File: src/sv/ssqs_pkg.sv
`timescale 1ns / 1ps
`default_nettype none

package ssqs_pkg;

  // Queue and service sizing.
  localparam int QUEUE_DEPTH = 64;
  localparam int MAX_SERVICE = 15;

  // Widths that follow from the sizing above.
  localparam int PTR_W  = (QUEUE_DEPTH > 1) ? $clog2(QUEUE_DEPTH) : 1;
  localparam int OCC_W  = $clog2(QUEUE_DEPTH + 1);
  localparam int BUSY_W = $clog2(MAX_SERVICE + 1);

  // Fixed field widths of the channels.
  localparam int SVC_W   = 4;
  localparam int STAMP_W = 16;
  localparam int CNT_W   = 32;
  localparam int DROP_W  = 16;
  localparam int QLEN_W  = 7;
  localparam int LEFT_W  = 4;

  // One tick request as held in the input register.
  typedef struct packed {
    logic             arrives;
    logic [SVC_W-1:0] svc;
  } tick_req_t;

  // One waiting call as stored in the queue.
  typedef struct packed {
    logic [STAMP_W-1:0] stamp;
    logic [BUSY_W-1:0]  svc;
  } call_t;

  // Queue control from the tick logic.
  typedef struct packed {
    logic  push;
    logic  pop;
    call_t wdata;
  } fifo_ctl_t;

  // Queue status toward the tick logic.
  typedef struct packed {
    logic [OCC_W-1:0] occ;
    call_t            head;
  } fifo_stat_t;

endpackage

`default_nettype wire

File: src/sv/ssqs_in_stage.sv
`timescale 1ns / 1ps
`default_nettype none

module ssqs_in_stage
  import ssqs_pkg::*;
(
  input  wire logic             clk_i,
  input  wire logic             rst_ni,
  input  wire logic             in_valid_i,
  output logic                  in_stall_o,
  input  wire logic             call_arrives_i,
  input  wire logic [SVC_W-1:0] service_time_i,
  input  wire logic             advance_i,
  output logic                  req_valid_o,
  output tick_req_t             req_o
);

  logic      vld_q, vld_d;
  logic      load;
  tick_req_t req_q;

  // The register frees up in the same cycle that its request moves on.
  assign in_stall_o = vld_q & ~advance_i;
  assign load       = in_valid_i & ~in_stall_o;

  always_comb begin
    vld_d = vld_q;
    if (load) begin
      vld_d = 1'b1;
    end else if (advance_i) begin
      vld_d = 1'b0;
    end
  end

  always_ff @(posedge clk_i or negedge rst_ni) begin
    if (!rst_ni) begin
      vld_q <= 1'b0;
    end else begin
      vld_q <= vld_d;
    end
  end

  // Payload capture needs no reset.
  always_ff @(posedge clk_i) begin
    if (load) begin
      req_q.arrives <= call_arrives_i;
      req_q.svc     <= service_time_i;
    end
  end

  assign req_valid_o = vld_q;
  assign req_o       = req_q;

endmodule

`default_nettype wire

File: src/sv/ssqs_call_fifo.sv
`timescale 1ns / 1ps
`default_nettype none

module ssqs_call_fifo
  import ssqs_pkg::*;
(
  input  wire logic      clk_i,
  input  wire logic      rst_ni,
  input  wire fifo_ctl_t ctl_i,
  output fifo_stat_t     stat_o
);

  logic [PTR_W-1:0] head_q, head_d;
  logic [PTR_W-1:0] tail_q, tail_d;
  logic [OCC_W-1:0] occ_q, occ_d;
  call_t            mem [QUEUE_DEPTH];
  call_t            rd_q;

  function automatic logic [PTR_W-1:0] next_slot(input logic [PTR_W-1:0] p);
    return (p == PTR_W'(QUEUE_DEPTH - 1)) ? '0 : p + 1'b1;
  endfunction

  // Pointer and fill level updates.
  always_comb begin
    head_d = ctl_i.pop  ? next_slot(head_q) : head_q;
    tail_d = ctl_i.push ? next_slot(tail_q) : tail_q;
    occ_d  = occ_q + OCC_W'(ctl_i.push) - OCC_W'(ctl_i.pop);
  end

  always_ff @(posedge clk_i or negedge rst_ni) begin
    if (!rst_ni) begin
      head_q <= '0;
      tail_q <= '0;
      occ_q  <= '0;
    end else begin
      head_q <= head_d;
      tail_q <= tail_d;
      occ_q  <= occ_d;
    end
  end

  // Call store. The read port fetches the next head every cycle, so the
  // registered read data always holds the current head entry; a write to
  // that same slot is forwarded.
  always_ff @(posedge clk_i) begin
    if (ctl_i.push) begin
      mem[tail_q] <= ctl_i.wdata;
    end
    if (ctl_i.push && (tail_q == head_d)) begin
      rd_q <= ctl_i.wdata;
    end else begin
      rd_q <= mem[head_d];
    end
  end

  assign stat_o.occ  = occ_q;
  assign stat_o.head = rd_q;

endmodule

`default_nettype wire

File: src/sv/ssqs_tick_core.sv
`timescale 1ns / 1ps
`default_nettype none

module ssqs_tick_core
  import ssqs_pkg::*;
(
  input  wire logic             clk_i,
  input  wire logic             rst_ni,
  input  wire logic             advance_i,
  input  wire tick_req_t        req_i,
  input  wire fifo_stat_t       fifo_i,
  output fifo_ctl_t             fifo_o,
  input  wire logic             out_stall_i,
  output logic                  out_valid_o,
  output logic [CNT_W-1:0]      arrived_o,
  output logic [CNT_W-1:0]      served_o,
  output logic [CNT_W-1:0]      wait_o,
  output logic [OCC_W-1:0]      max_occ_o,
  output logic [BUSY_W-1:0]     busy_o,
  output logic [DROP_W-1:0]     drop_o
);

  logic                out_vld_q, out_vld_d;
  logic [STAMP_W-1:0]  tick_q, tick_d;
  logic [BUSY_W-1:0]   busy_q, busy_d;
  logic [CNT_W-1:0]    arrived_q, arrived_d;
  logic [CNT_W-1:0]    served_q, served_d;
  logic [CNT_W-1:0]    wait_q, wait_d;
  logic [OCC_W-1:0]    max_occ_q, max_occ_d;
  logic [DROP_W-1:0]   drop_q, drop_d;

  logic [BUSY_W-1:0]   svc_c;
  logic                full;
  logic                push, pop;
  logic [OCC_W-1:0]    occ_pushed, occ_end;
  logic [BUSY_W-1:0]   busy_dec;
  call_t               head_call;
  logic [STAMP_W-1:0]  wait_ticks;
  logic [CNT_W:0]      wait_sum_c;

  // Arrival: clamp the service time and enqueue unless the queue is full.
  always_comb begin
    svc_c      = (32'(req_i.svc) > MAX_SERVICE) ? BUSY_W'(MAX_SERVICE) : BUSY_W'(req_i.svc);
    full       = (32'(fifo_i.occ) >= QUEUE_DEPTH);
    push       = advance_i & req_i.arrives & ~full;
    occ_pushed = fifo_i.occ + OCC_W'(push);
  end

  // Service: count down, then start the head call once the server is idle.
  always_comb begin
    busy_dec   = (busy_q != '0) ? busy_q - 1'b1 : busy_q;
    pop        = advance_i & (busy_dec == '0) & (occ_pushed != '0);
    // An empty queue can only start the call that arrived in this tick.
    if (fifo_i.occ == '0) begin
      head_call.stamp = tick_q;
      head_call.svc   = svc_c;
    end else begin
      head_call = fifo_i.head;
    end
    wait_ticks = tick_q - head_call.stamp;
    wait_sum_c = {1'b0, wait_q} + (CNT_W + 1)'(wait_ticks);
    occ_end    = occ_pushed - OCC_W'(pop);
  end

  assign fifo_o.push        = push;
  assign fifo_o.pop         = pop;
  assign fifo_o.wdata.stamp = tick_q;
  assign fifo_o.wdata.svc   = svc_c;

  // Statistics update; the event and wait counters saturate, the tick number wraps.
  always_comb begin
    tick_d    = tick_q;
    busy_d    = busy_q;
    arrived_d = arrived_q;
    served_d  = served_q;
    wait_d    = wait_q;
    max_occ_d = max_occ_q;
    drop_d    = drop_q;
    if (advance_i) begin
      tick_d = tick_q + 1'b1;
      busy_d = pop ? head_call.svc : busy_dec;
      if (req_i.arrives && (arrived_q != '1)) begin
        arrived_d = arrived_q + 1'b1;
      end
      if (req_i.arrives && full && (drop_q != '1)) begin
        drop_d = drop_q + 1'b1;
      end
      if (pop) begin
        if (served_q != '1) begin
          served_d = served_q + 1'b1;
        end
        wait_d = wait_sum_c[CNT_W] ? '1 : wait_sum_c[CNT_W-1:0];
      end
      if (occ_end > max_occ_q) begin
        max_occ_d = occ_end;
      end
    end
  end

  // Result handshake: a new result replaces a taken or empty one.
  always_comb begin
    out_vld_d = out_vld_q;
    if (advance_i) begin
      out_vld_d = 1'b1;
    end else if (!out_stall_i) begin
      out_vld_d = 1'b0;
    end
  end

  always_ff @(posedge clk_i or negedge rst_ni) begin
    if (!rst_ni) begin
      out_vld_q <= 1'b0;
      tick_q    <= '0;
      busy_q    <= '0;
      arrived_q <= '0;
      served_q  <= '0;
      wait_q    <= '0;
      max_occ_q <= '0;
      drop_q    <= '0;
    end else begin
      out_vld_q <= out_vld_d;
      tick_q    <= tick_d;
      busy_q    <= busy_d;
      arrived_q <= arrived_d;
      served_q  <= served_d;
      wait_q    <= wait_d;
      max_occ_q <= max_occ_d;
      drop_q    <= drop_d;
    end
  end

  assign out_valid_o = out_vld_q;
  assign arrived_o   = arrived_q;
  assign served_o    = served_q;
  assign wait_o      = wait_q;
  assign max_occ_o   = max_occ_q;
  assign busy_o      = busy_q;
  assign drop_o      = drop_q;

endmodule

`default_nettype wire

File: src/sv/single_server_queue_stats.sv
`timescale 1ns / 1ps
`default_nettype none

// Discrete-time single-server queue with running statistics.
// Each input request is one tick: call_arrives_i says whether a call arrives,
// service_time_i gives its service ticks. Each tick yields one result with
// the counters, the longest and current queue length and the server's
// remaining time, all as they stand at the end of that tick.
// Both channels use valid/stall; a request moves at a clock edge with valid
// high and stall low.
// A request accepted into the input register is applied as a tick once the
// result register is empty or being taken; the result then shows on the output.
// Throughput: one tick per clock while the receiver does not stall. The queue
// store's read port prefetches the next head entry each cycle, so back-to-back
// starts need no wait. When the receiver stalls, the result register holds;
// the input register still takes one more request and then stalls the sender.
// Reset clears the pointers, counters, tick number and both valid flags;
// the queue store holds nothing meaningful until calls are written.
module single_server_queue_stats
  import ssqs_pkg::*;
(
  input  wire logic              clk_i,
  input  wire logic              rst_ni,
  input  wire logic              in_valid_i,
  output logic                   in_stall_o,
  input  wire logic              call_arrives_i,
  input  wire logic [SVC_W-1:0]  service_time_i,
  output logic                   out_valid_o,
  input  wire logic              out_stall_i,
  output logic [CNT_W-1:0]       arrived_total_o,
  output logic [CNT_W-1:0]       served_total_o,
  output logic [CNT_W-1:0]       wait_total_o,
  output logic [QLEN_W-1:0]      longest_queue_o,
  output logic [QLEN_W-1:0]      queue_now_o,
  output logic [LEFT_W-1:0]      server_left_o,
  output logic [DROP_W-1:0]      dropped_total_o
);

  logic              req_valid;
  tick_req_t         req;
  logic              advance;
  fifo_ctl_t         fifo_ctl;
  fifo_stat_t        fifo_stat;
  logic [OCC_W-1:0]  max_occ;
  logic [BUSY_W-1:0] busy;

  // A held tick is applied when the result register is empty or being taken.
  assign advance = req_valid & (~out_valid_o | ~out_stall_i);

  ssqs_in_stage u_in_stage (
    .clk_i          (clk_i),
    .rst_ni         (rst_ni),
    .in_valid_i     (in_valid_i),
    .in_stall_o     (in_stall_o),
    .call_arrives_i (call_arrives_i),
    .service_time_i (service_time_i),
    .advance_i      (advance),
    .req_valid_o    (req_valid),
    .req_o          (req)
  );

  ssqs_call_fifo u_call_fifo (
    .clk_i  (clk_i),
    .rst_ni (rst_ni),
    .ctl_i  (fifo_ctl),
    .stat_o (fifo_stat)
  );

  ssqs_tick_core u_tick_core (
    .clk_i       (clk_i),
    .rst_ni      (rst_ni),
    .advance_i   (advance),
    .req_i       (req),
    .fifo_i      (fifo_stat),
    .fifo_o      (fifo_ctl),
    .out_stall_i (out_stall_i),
    .out_valid_o (out_valid_o),
    .arrived_o   (arrived_total_o),
    .served_o    (served_total_o),
    .wait_o      (wait_total_o),
    .max_occ_o   (max_occ),
    .busy_o      (busy),
    .drop_o      (dropped_total_o)
  );

  assign longest_queue_o = QLEN_W'(max_occ);
  assign queue_now_o     = QLEN_W'(fifo_stat.occ);
  assign server_left_o   = LEFT_W'(busy);

endmodule

`default_nettype wire

File: config.mk
export PLATFORM = sky130hd
export DESIGN_NAME = single_server_queue_stats
export DESIGN_NICKNAME = d
export VERILOG_FILES = /design/src/sv/ssqs_pkg.sv /design/src/sv/ssqs_in_stage.sv /design/src/sv/ssqs_call_fifo.sv /design/src/sv/ssqs_tick_core.sv /design/src/sv/single_server_queue_stats.sv
export SDC_FILE = /design/constraint.sdc
export NUM_CORES = 1
export LEC_CHECK = 0
export BUFFER_PORTS_ARGS = -buffer_cell sky130_fd_sc_hd__buf_2
export CAP_MARGIN = 10
export CORE_AREA = 2 2 459 324
export DETAILED_ROUTE_END_ITERATION = 10
export DIE_AREA = 0 0 461 326
export PLACE_DENSITY = 0.58
export RECOVER_POWER = 25
export SLEW_MARGIN = 20
export SYNTH_ARGS = -nofsm -noshare
export SYNTH_HDL_FRONTEND = slang
export SYNTH_SLANG_ARGS = --single-unit
File: constraint.sdc
create_clock -name clk_i -period 10.5 [get_ports clk_i]
set_input_delay 1.575 -clock clk_i [delete_from_list [all_inputs] [get_ports clk_i]]
set_output_delay 1.575 -clock clk_i [all_outputs]
set_load 0.02 [all_outputs]
After elaboration in Yosys (flattened, before gate mapping). Memories as Yosys holds them, arrays and structs flattened. A register that Yosys moved wholly into a read port is not among the register bits. Index checks and enable logic that the tools add are counted.

Flip-flop bits (word level): 165. Bits in latches: 0. RAM bits: 1280. ROM bits: 0. Bits of input ports: 9. Output and inout port bits: 132. Word-level logic and storage cells: 73. Memories: 1.

Memory list: u_call_fifo.mem (depth 64, width 20, rd ports 1, clocked after Yosys merged registers in 1, wr ports 1, line ssqs_call_fifo.sv:16) `call_t mem [QUEUE_DEPTH];`.

Add/sub/neg operators: 11. $mul: 0. Div/mod/pow operators: 0. Order comparisons: 2. Equality and inequality tests: 6. Shift-type cells: 0. Mux-type cells: 13. Bitwise gates (word level): 13. Reductions and logical operators: 13.

Operators by type and width (count): adder 32 x 1 -> 32 bit (second input constant) (2); != test 32 bit (second input constant) (2); adder 32 x 16 -> 33 bit (1); adder 16 x 1 -> 16 bit (second input constant) (2); 2-to-1 mux 32 bit (1); 2-to-1 mux 20 bit (1); 2-to-1 mux 6 bit (3); != test 16 bit (second input constant) (1); subtractor 16 bit (1); adder 6 x 1 -> 6 bit (second input constant) (2); equality test 6 bit (second input constant) (2); 2-to-1 mux 4 bit (2); AND reduction 2 bit (4); adder 7 x 1 -> 7 bit (1); AND 1 bit (7); >= comparator 7 bit (second input constant) (1); greater-than comparator 7 bit (1); logical NOT 7 bit (1); nonzero test 7 bit (1); subtractor 7 x 1 -> 7 bit (1); 2-to-1 mux 1 bit (6); NOT 1 bit (5); logical NOT 4 bit (1); nonzero test 4 bit (1); other kinds (6) (8).

Logic depth before layout (Yosys ltp). Gate-level depths: netlist of the first run.

Depth in word-level cells: 11. Mapped depth: 28. Gate-level depth less buffers: 24.

By module. A second synthesis of the first run with hierarchy kept.

Cell total of the unflattened synthesis: 3244. Area total of the unflattened synthesis: 59432.0 um^2.

By module, submodules not included: ssqs_call_fifo (times used 1, cells an instance 2315, area an instance 50419.6 um^2); ssqs_tick_core (times used 1, cells an instance 918, area an instance 8793.4 um^2); ssqs_in_stage (times used 1, cells an instance 10, area an instance 207.7 um^2); single_server_queue_stats (times used 1, cells an instance 1, area an instance 11.3 um^2).

Worst setup path before layout of the first run. OpenSTA, ideal clock, no wires.

Kind: reg2reg. Start: register with a tool-made name. End: register u_tick_core.wait_q[11] (netlist: u_tick_core.wait_o[11]). Data arrival time: 6.131 ns. Required time: 10.359 ns. Slack: 4.228 ns. Cell stages (with the launch flop): 26. Buffers on the path: 5. Cells stage by stage: dfxtp_1 > buf_2 > buf_1 > clkbuf_1 > mux4_2 > mux4_2 > mux4_2 > mux2i_1 > ha_1 > nor2b_1 > o21a_1 > o211ai_1 > a21oi_1 > a21oi_1 > o21bai_1 > xor2_1 > ha_1 > a21o_1 > a21o_1 > a221o_1 > a21o_1 > a31oi_1 > or4_1 > clkbuf_1 > clkbuf_1 > a31oi_1.

RTL lines: end signal: assignment (line ssqs_tick_core.sv:126) `wait_q <= wait_d;`; end: declaration (line ssqs_tick_core.sv:28) `logic [CNT_W-1:0] wait_q, wait_d;`.

Worst setup path in the final report of the first run.
Start: register u_tick_core.tick_q[0]. End: register u_tick_core.wait_q[13] (netlist: u_tick_core.wait_o[13]).

Word-level cells in the longest chain between the ends: 4.

RTL lines: start: declaration (line ssqs_tick_core.sv:24) `logic [STAMP_W-1:0] tick_q, tick_d;`; start signal: assignment (line ssqs_tick_core.sv:122) `tick_q <= tick_d;`; 2-to-1 mux 20 bit (line ssqs_tick_core.sv:54) `if (fifo_i.occ == '0) begin`; subtractor 16 bit (*) (line ssqs_tick_core.sv:60) `wait_ticks = tick_q - head_call.stamp;`; adder 32 x 16 -> 33 bit (*) (line ssqs_tick_core.sv:61) `wait_sum_c = {1'b0, wait_q} + (CNT_W + 1)'(wait_ticks);`; 2-to-1 mux 32 bit (*) (line ssqs_tick_core.sv:92) `wait_d = wait_sum_c[CNT_W] ? '1 : wait_sum_c[CNT_W-1:0];`.

Every way passes the cells marked *; elsewhere a longest branch is shown, timed or not. A chain may end at the register's enable or synchronous reset.

==> results of run 1 <==
-- registers in the layout (all words and copies together) (netlist names), named ones only --
signal	count
u_call_fifo.mem	1280
u_call_fifo.tail_q	6
u_tick_core.max_occ_o	7
u_tick_core.arrived_o	32
u_tick_core.wait_o	32
u_in_stage.req_valid_o	1
u_tick_core.out_valid_o	1
u_call_fifo.head_q	6
u_in_stage.req_o	5
u_call_fifo.occ_q	7
u_tick_core.drop_o	16
u_tick_core.served_o	32
u_tick_core.busy_o	4
u_tick_core.tick_q	16
-- synthesized netlist by cell type (8+ instances only) --
cell type | n | area (sq um)
nor2b_1 | 15 | 93.8
and4_1 | 9 | 78.8
xnor2_1 | 93 | 815
xor2_1 | 42 | 368
buf_1 | 23 | 86.3
nand4_1 | 36 | 225
ha_1 | 52 | 651
inv_1 | 30 | 113
nand2_1 | 96 | 360
mux4_1 | 8 | 210
a21oi_1 | 48 | 240
mux2i_1 | 18 | 180
nor2_1 | 148 | 556
a21o_1 | 20 | 150
edfxtp_1 | 1285 | 38600
mux4_2 | 397 | 8940
dfrtp_1 | 160 | 4000
nand3_1 | 51 | 255
clkbuf_1 | 52 | 195
a31oi_1 | 13 | 81.3
o22a_1 | 10 | 87.6
and3_1 | 25 | 156
nor3_1 | 19 | 95.1
buf_4 | 13 | 97.6
o21ai_0 | 25 | 125
mux2_2 | 22 | 248
buf_2 | 25 | 125
nand2b_1 | 9 | 56.3
-- area by class of cell --
type | count | area [sq um] | share of cell area [%]
antenna | 1 | 2.50 | 0.00379
clock buffer | 169 | 3650 | 5.53
clock inverter | 81 | 840 | 1.27
inverter | 31 | 116 | 0.176
multi-input combinational | 1238 | 15100 | 22.9
sequential | 1451 | 42700 | 64.7
tap | 1980 | 2480 | 3.75
timing repair buffer | 187 | 1080 | 1.64
-- critical path, cell delays in order, from the launching register on --
cell and delay (ns):
dfrtp_2 0.34, clkbuf_1 2.48, inv_1 0.60, o21ai_1 0.32, ha_1 0.20, inv_1 0.06, fa_1 0.40, a21o_1 0.19
a21o_1 0.20, a21oi_1 0.19, o21ai_0 0.16, a21oi_1 0.28, o21bai_1 0.10, a21oi_1 0.17, xnor2_1 0.16, ha_1 0.31
and4_1 0.23, a221o_1 0.32, a21o_1 0.18, a31oi_1 0.25, or4_1 0.63, nand2_1 0.29, o22a_1 0.26
-- metrics by stage --
step | hold WS [ns] | cells | setup WS, ns | total power [mW]
after detailed placement | 0.477 | 4887 | 2.29 | 11.7
after CTS | 0.490 | 5137 | 2.73 | 16.7
final | 0.482 | 5138 | 2.05 | 16.6
after global routing | 0.514 | 5137 | 1.38 | 17.3
after floorplan | 0.444 | 2839 | 4.23 | 10.3
after global placement | 0.457 | 4887 | 2.51 | 11.6
-- routing by layer --
layer  share of wire, %  track usage [%]
met4                1.9             4.90
met5              0.031                0
met3                9.9             4.55
met2                 44             29.5
met1                 44             30.3
-- path summary, 6_finish.rpt --
kind | startpoint | end | slack, ns | cells past startpoint
max in group asynchronous | rst_ni | u_tick_core.tick_q[9]$_DFFE_PN0P_ | 8.32 | 2
setup reg to reg | u_tick_core.tick_q[0]$_DFFE_PN0P_ | u_tick_core.wait_o[13]$_DFFE_PN0P_ | 2.05 | 22
min in group asynchronous | rst_ni | u_tick_core.wait_o[13]$_DFFE_PN0P_ | 0.86 | 1
hold reg to reg | u_in_stage.req_valid_o$_DFFE_PN0P_ | u_tick_core.out_valid_o$_DFFE_PN0P_ | 0.48 | 1
hold / removal | u_in_stage.req_valid_o$_DFFE_PN0P_ | u_tick_core.out_valid_o$_DFFE_PN0P_ | 0.48 | 1
setup / recovery | u_tick_core.tick_q[0]$_DFFE_PN0P_ | u_tick_core.wait_o[13]$_DFFE_PN0P_ | 2.05 | 22
-- power groups by stage --
stage	Combinational [mW]	Sequential, mW	Clock (mW)
finish	4.62	7.00	5.03
CTS	4.63	6.96	5.11
global placement	4.49	7.06	0
global route	4.99	7.03	5.33
detailed placement	4.62	7.08	0
floorplan	3.15	7.11	0
-- cells by family after synthesis --
family,after synthesis,share of synthesized area (%)
flops,1451,73.6
simple gates,435,3.57
mux,445,16.5
compound gates,169,1.91
buf+inv,150,1.21
fa+ha+maj,54,1.19
xor+xnor,135,2.04
==> out/qor.csv, run 1 <==
stage;metric;value;unit
run_status;status;complete, but fails checks;
run_status;violated checks;max-capacitance violations, max-slew violations;
setup_path;Setup crit end kind;flop;
grt;initial antenna violation count;12;
pwr;Cell Pwr Density;252;nW/um^2
sta;minimum clock period;8.45;ns
die;height of the chip;326;um
sta;TNS Setup;0;ns
place;HPWL after detailed placement;88200;um
clocking;clock root cell;clkbuf_16;
routing;vias per inst;5.77;
grt;global route total overflow;0;
routing;drt wl/cell;29.2;um
setup_path;kind of critical path;flop to flop;
die;Ports;141;
pwr;Leak;21.3;nW
clocking;CTS H-tree lvls;4;
logic_synthesis;synthesized area per cell;20.4;sq um
grt;vias in the first global route;29800;
sta;final hold vios;0;
clocking;Clock Path Buffers;3;
sta;Max Freq;118;MHz
final_layout;design area;66000;sq um
clocking;TritonCTS clock tree;done;
logic_synthesis;synth unique cells;65;
die;core area;146000;sq um
place;# port buffers;140;
pwr;Reg power frac;42.0;%
logic_synthesis;yosys warns;0;
logic_synthesis;Post-synth EDFFs;1285;
routing;Starting DRT DRC Count;4302;
pwr;Switching Fraction;30.8;%
final_layout;fillers;12300;
run;max_cap viols;15;
final_layout;most frequent cells in the layout;1285 x edfxtp_1, 397 x mux4_2, 145 x dfrtp_1, 141 x clkbuf_16, 138 x buf_2;
logic_synthesis;ys flop type;edfxtp_1;
sta;Final Slew Violations;1036;
routing;final WL;150000;um
sta;period utilization;80.4;%
setup_path;required time worst endpoint;11.14;ns
die;Core Rows;118;
clocking;clock net sink count;1451;
final_layout;layout cells sized above 1;27.9;%
final_layout;Layout Utilization;45.1;%
routing;drt drc;0;
clocking;hold_buf cts;0;
pwr;Comb power frac;27.8;%
logic_synthesis;FF+latch count, synth;1451;
place;Placed Area;61600;sq um
routing;vias;29700;
setup_path;Worst setup SP type;flop;
die;DIE AREA;150000;sq um
clocking;Inserted Clock Buffers;135;
worst_hold_path;Hold Path Class;flop to flop;
pwr;Psw;5.13;mW
pwr;VDD IR max;0.197;mV
logic_synthesis;syn_nets;2902;
clocking;setup bufs post-CTS;0;
clocking;clock-pin slew on the worst setup and hold paths;0.06;ns
clocking;clk_lat worst skew;0.77;ns
routing;post-route antenna net violation count;0;
logic_synthesis;Synth async-reset ratio;11.0;%
final_layout;most common cell after layout, fill and taps aside;edfxtp_1;
sta;Worst slew margin;-151;%
final_layout;area grow syn2layout;13.8;%
pwr;P_int;11.5;mW
grt;first-pass GRT wire length;216000;um
logic_synthesis;register area share after synthesis;73.6;%
logic_synthesis;synthesized area;58000;sq um
setup_path;CP arrival;9.09;ns
die;initial cell density of the core;39.6;%
sta;pin slew with the least headroom to its limit;3.77;ns
pwr;clock group share of total power;30.2;%
clocking;post-cts resize count;0;
logic_synthesis;cell count after synthesis;2839;
place;GPL Wtd Cong;0.824;
final_layout;Final #Nets;3107;
grt;total track usage;20.0;%
grt;largest net degree at the start of global routing;99;
sta;unrepaired setup endpoints after global routing;no;
die;die width;461;um
sta;clock skew;0.0312;ns
sta;Final Setup Violations;0;
setup_path;CP max FO;71;
routing;first drt pass iteration count;5;
Power figures use the tool's default switching activity.
==> run 2, diff against run 1 <==
--- a/config.mk
+++ b/config.mk
@@ -10,7 +10,7 @@
 export CORE_AREA = 2 2 459 324
 export DETAILED_ROUTE_END_ITERATION = 10
 export DIE_AREA = 0 0 461 326
-export PLACE_DENSITY = 0.58
+export PLACE_DENSITY = 0.6
 export RECOVER_POWER = 25
 export SLEW_MARGIN = 20
 export SYNTH_ARGS = -nofsm -noshare
==> constraint.sdc (replaced) <==
create_clock -name clk_i -period 7.3 [get_ports clk_i]
set_input_delay 1.095 -clock clk_i [delete_from_list [all_inputs] [get_ports clk_i]]
set_output_delay 1.095 -clock clk_i [all_outputs]
set_load 0.02 [all_outputs]
==> run 2 against run 1 <==
Against the previous run: the run still ends with max-capacitance violations, max-slew violations left; clock-buffer cell count grew 1; cell area grew 0.91%; cell count grew 1.6%; largest power group unchanged.
==> out/qor.csv, run 2 (synthesized netlist as in run 1, its figures left out) <==
stage;metric;value;unit;change
setup_path;CP max FO;25;;-65%
sta;TNS Setup;0;ns;unchanged
sta;final worst setup slack;0.393;ns;-1.66 ns
grt;first-pass GRT wire length;211000;um;-2.0%
run_status;status;complete, but fails checks;;
pwr;VDD IR max;0.334;mV;+69%
final_layout;Layout Cells excl Fill;5218;;+1.6%
die;height of the chip;326;um;unchanged
final_layout;most common cell after layout, fill and taps aside;edfxtp_1;;
pwr;Switching Fraction;30.8;%;about the same
sta;unrepaired setup endpoints after global routing;no;;
routing;final WL;147000;um;-2.0%
final_layout;Final #Nets;3185;;+2.5%
routing;vias per inst;5.67;;-1.7%
routing;DRT met1 WL;68200;um;+4.0%
die;die width;461;um;unchanged
die;Ports;141;;unchanged
place;GPL Wtd Cong;0.841;;+2.0%
final_layout;area grow syn2layout;14.8;%;
sta;Hold Slack;0.487;ns;+0.00528 ns
clocking;clock-pin slew on the worst setup and hold paths;0.06;ns;about the same
clocking;TritonCTS clock tree;done;;
setup_path;Setup crit end kind;flop;;
place;Inst Count DP;4962;;+1.5%
final_layout;most frequent cells in the layout;1285 x edfxtp_1, 397 x mux4_2, 154 x dfrtp_1, 142 x clkbuf_16, 138 x buf_2;;
pwr;clock group share of total power;30.4;%;+0.2 points
pwr;P_int;16.7;mW;+45%
place;# port buffers;140;;unchanged
die;initial cell density of the core;39.6;%;unchanged
sta;Final Slew Violations;470;;-55%
final_layout;layout cells sized above 1;29.6;%;+1.7 points
routing;met2 wire length;63600;um;-4.7%
sta;clock skew;0.0243;ns;-0.00696 ns
run;max_cap viols;7;;-8
clocking;setup bufs post-CTS;0;;unchanged
routing;drt drc;0;;unchanged
clocking;Clock Path Buffers;3;;unchanged
pwr;Reg power frac;41.4;%;-0.6 points
grt;vias in the first global route;28700;;-3.7%
pwr;Cell Pwr Density;362;nW/um^2;+44%
routing;vias;29600;;-0.21%
die;Core Rows;118;;unchanged
sta;final hold vios;0;;unchanged
clocking;clk_lat worst skew;0.77;ns;about the same
run_status;violated checks;max-capacitance violations, max-slew violations;;
setup_path;Worst setup SP type;flop;;
grt;global route total overflow;0;;unchanged
worst_hold_path;Hold Path Class;flop to flop;;
sta;Worst slew margin;-154;%;-2.3 points
grt;largest net degree at the start of global routing;71;;-28%
routing;Starting DRT DRC Count;4009;;-6.8%
clocking;clock root cell;clkbuf_16;;
routing;first drt pass iteration count;6;;+1
clocking;CTS H-tree lvls;4;;unchanged
place;HPWL after detailed placement;88600;um;+0.52%
grt;total track usage;19.6;%;-0.47 points
final_layout;Largest register FFs;1280;;unchanged
routing;highest metal used;met5;;
final_layout;Layout Utilization;45.5;%;+0.41 points
sta;pin slew with the least headroom to its limit;3.80;ns;+0.0352 ns
setup_path;Critical Path Max Stage Delay;0.59;ns;-1.89 ns
sta;Final Setup Violations;0;;unchanged
sta;period utilization;94.6;%;+14 points
pwr;Leak;21.8;nW;+2.5%
grt;initial antenna violation count;15;;+3
sta;minimum clock period;6.91;ns;-1.54 ns
setup_path;kind of critical path;flop to flop;;
setup_path;CP arrival;7.55;ns;-1.54 ns
place;Placement Setup Slack;0.480;ns;-1.81 ns
pwr;Psw;7.44;mW;+45%
pwr;Comb power frac;28.1;%;+0.3 points
clocking;clock net sink count;1451;;unchanged
routing;post-route antenna net violation count;0;;unchanged
die;core area;146000;sq um;unchanged
clocking;hold_buf cts;0;;unchanged
die;DIE AREA;150000;sq um;unchanged
final_layout;register bank with the most flops;u_call_fifo.mem;;
clocking;post-cts resize count;0;;unchanged
sta;Max Freq;145;MHz;+22%
routing;drt wl/cell;28.2;um;-3.5%
setup_path;required time worst endpoint;7.95;ns;-3.19 ns
setup_path;CP max stage cell;mux4_2;;
clocking;Inserted Clock Buffers;138;;+2.2%
routing;WL met3;12400;um;-17%
## run 2: final cells by class
cell class                      count  area (sq um)
Antenna cell                        7          17.5
Clock buffer                      170          3700
Clock inverter                     79           915
Fill cell                       12400         79800
Inverter                           31           116
Multi-Input combinational cell   1238         14900
Sequential cell                  1451         42700
Tap cell                         1980          2480
Timing Repair Buffer              262          1750
## run 2: final timing paths
| kind | startpoint | end | slack [ns] | depth (start not counted) |
|---|---|---|---|---|
| worst max-delay path | flop | u_tick_core.wait_o[25]$_DFFE_PN0P_ | 0.39 | 26 |
| worst min-delay path | u_tick_core.arrived_o[6]$_DFFE_PN0P_ | u_tick_core.arrived_o[6]$_DFFE_PN0P_ | 0.49 | 1 |
| worst max register to register | flop | u_tick_core.wait_o[25]$_DFFE_PN0P_ | 0.39 | 26 |
| worst min register to register | u_tick_core.arrived_o[6]$_DFFE_PN0P_ | u_tick_core.arrived_o[6]$_DFFE_PN0P_ | 0.49 | 1 |
| max in group asynchronous | rst_ni | u_tick_core.tick_q[15]$_DFFE_PN0P_ | 3.42 | 1 |
| min in group asynchronous | rst_ni | u_tick_core.served_o[11]$_DFFE_PN0P_ | 1.55 | 1 |
## run 2: through the flow
| stage | cell area [sq um] | power, mW |
|---|---|---|
| detailed placement | 62100 | 17.0 |
| CTS | 66700 | 24.3 |
| finish | 66600 | 24.2 |
| floorplan | 58000 | 14.8 |
| global placement | 62100 | 17.0 |
| global route | 66600 | 25.2 |
## run 2: critical path, delay by kind of cell (launching register included)
family / cells / cell delay [ns]
AOI/OAI and AO/OA: 10 / 2.06
muxes: 4 / 1.93
and+or+nand+nor: 5 / 0.94
adders and majority gates: 3 / 0.78
buffers and inverters: 3 / 0.53
DFF: 1 / 0.38
xor gates and xnor gates: 1 / 0.13
## run 2: layer usage
layer  GRT usage [%]  vias up
met3            3.72      173
met1            31.3    15900
met2            27.3     1251
met4            5.17        2
met5               0        -
li1                -    12300
## run 2: power groups by stage
| stage | Sequential [mW] | Combinational, mW | Clock, mW |
|---|---|---|---|
| 2_1_floorplan | 10.2 | 4.53 | 0 |
| 5_1_grt | 10.1 | 7.32 | 7.81 |
| 3_3_place_gp | 10.2 | 6.81 | 0 |
| 3_5_place_dp | 10.2 | 6.83 | 0 |
| 4_1_cts | 9.99 | 6.85 | 7.50 |
| 6_report | 10.0 | 6.80 | 7.35 |
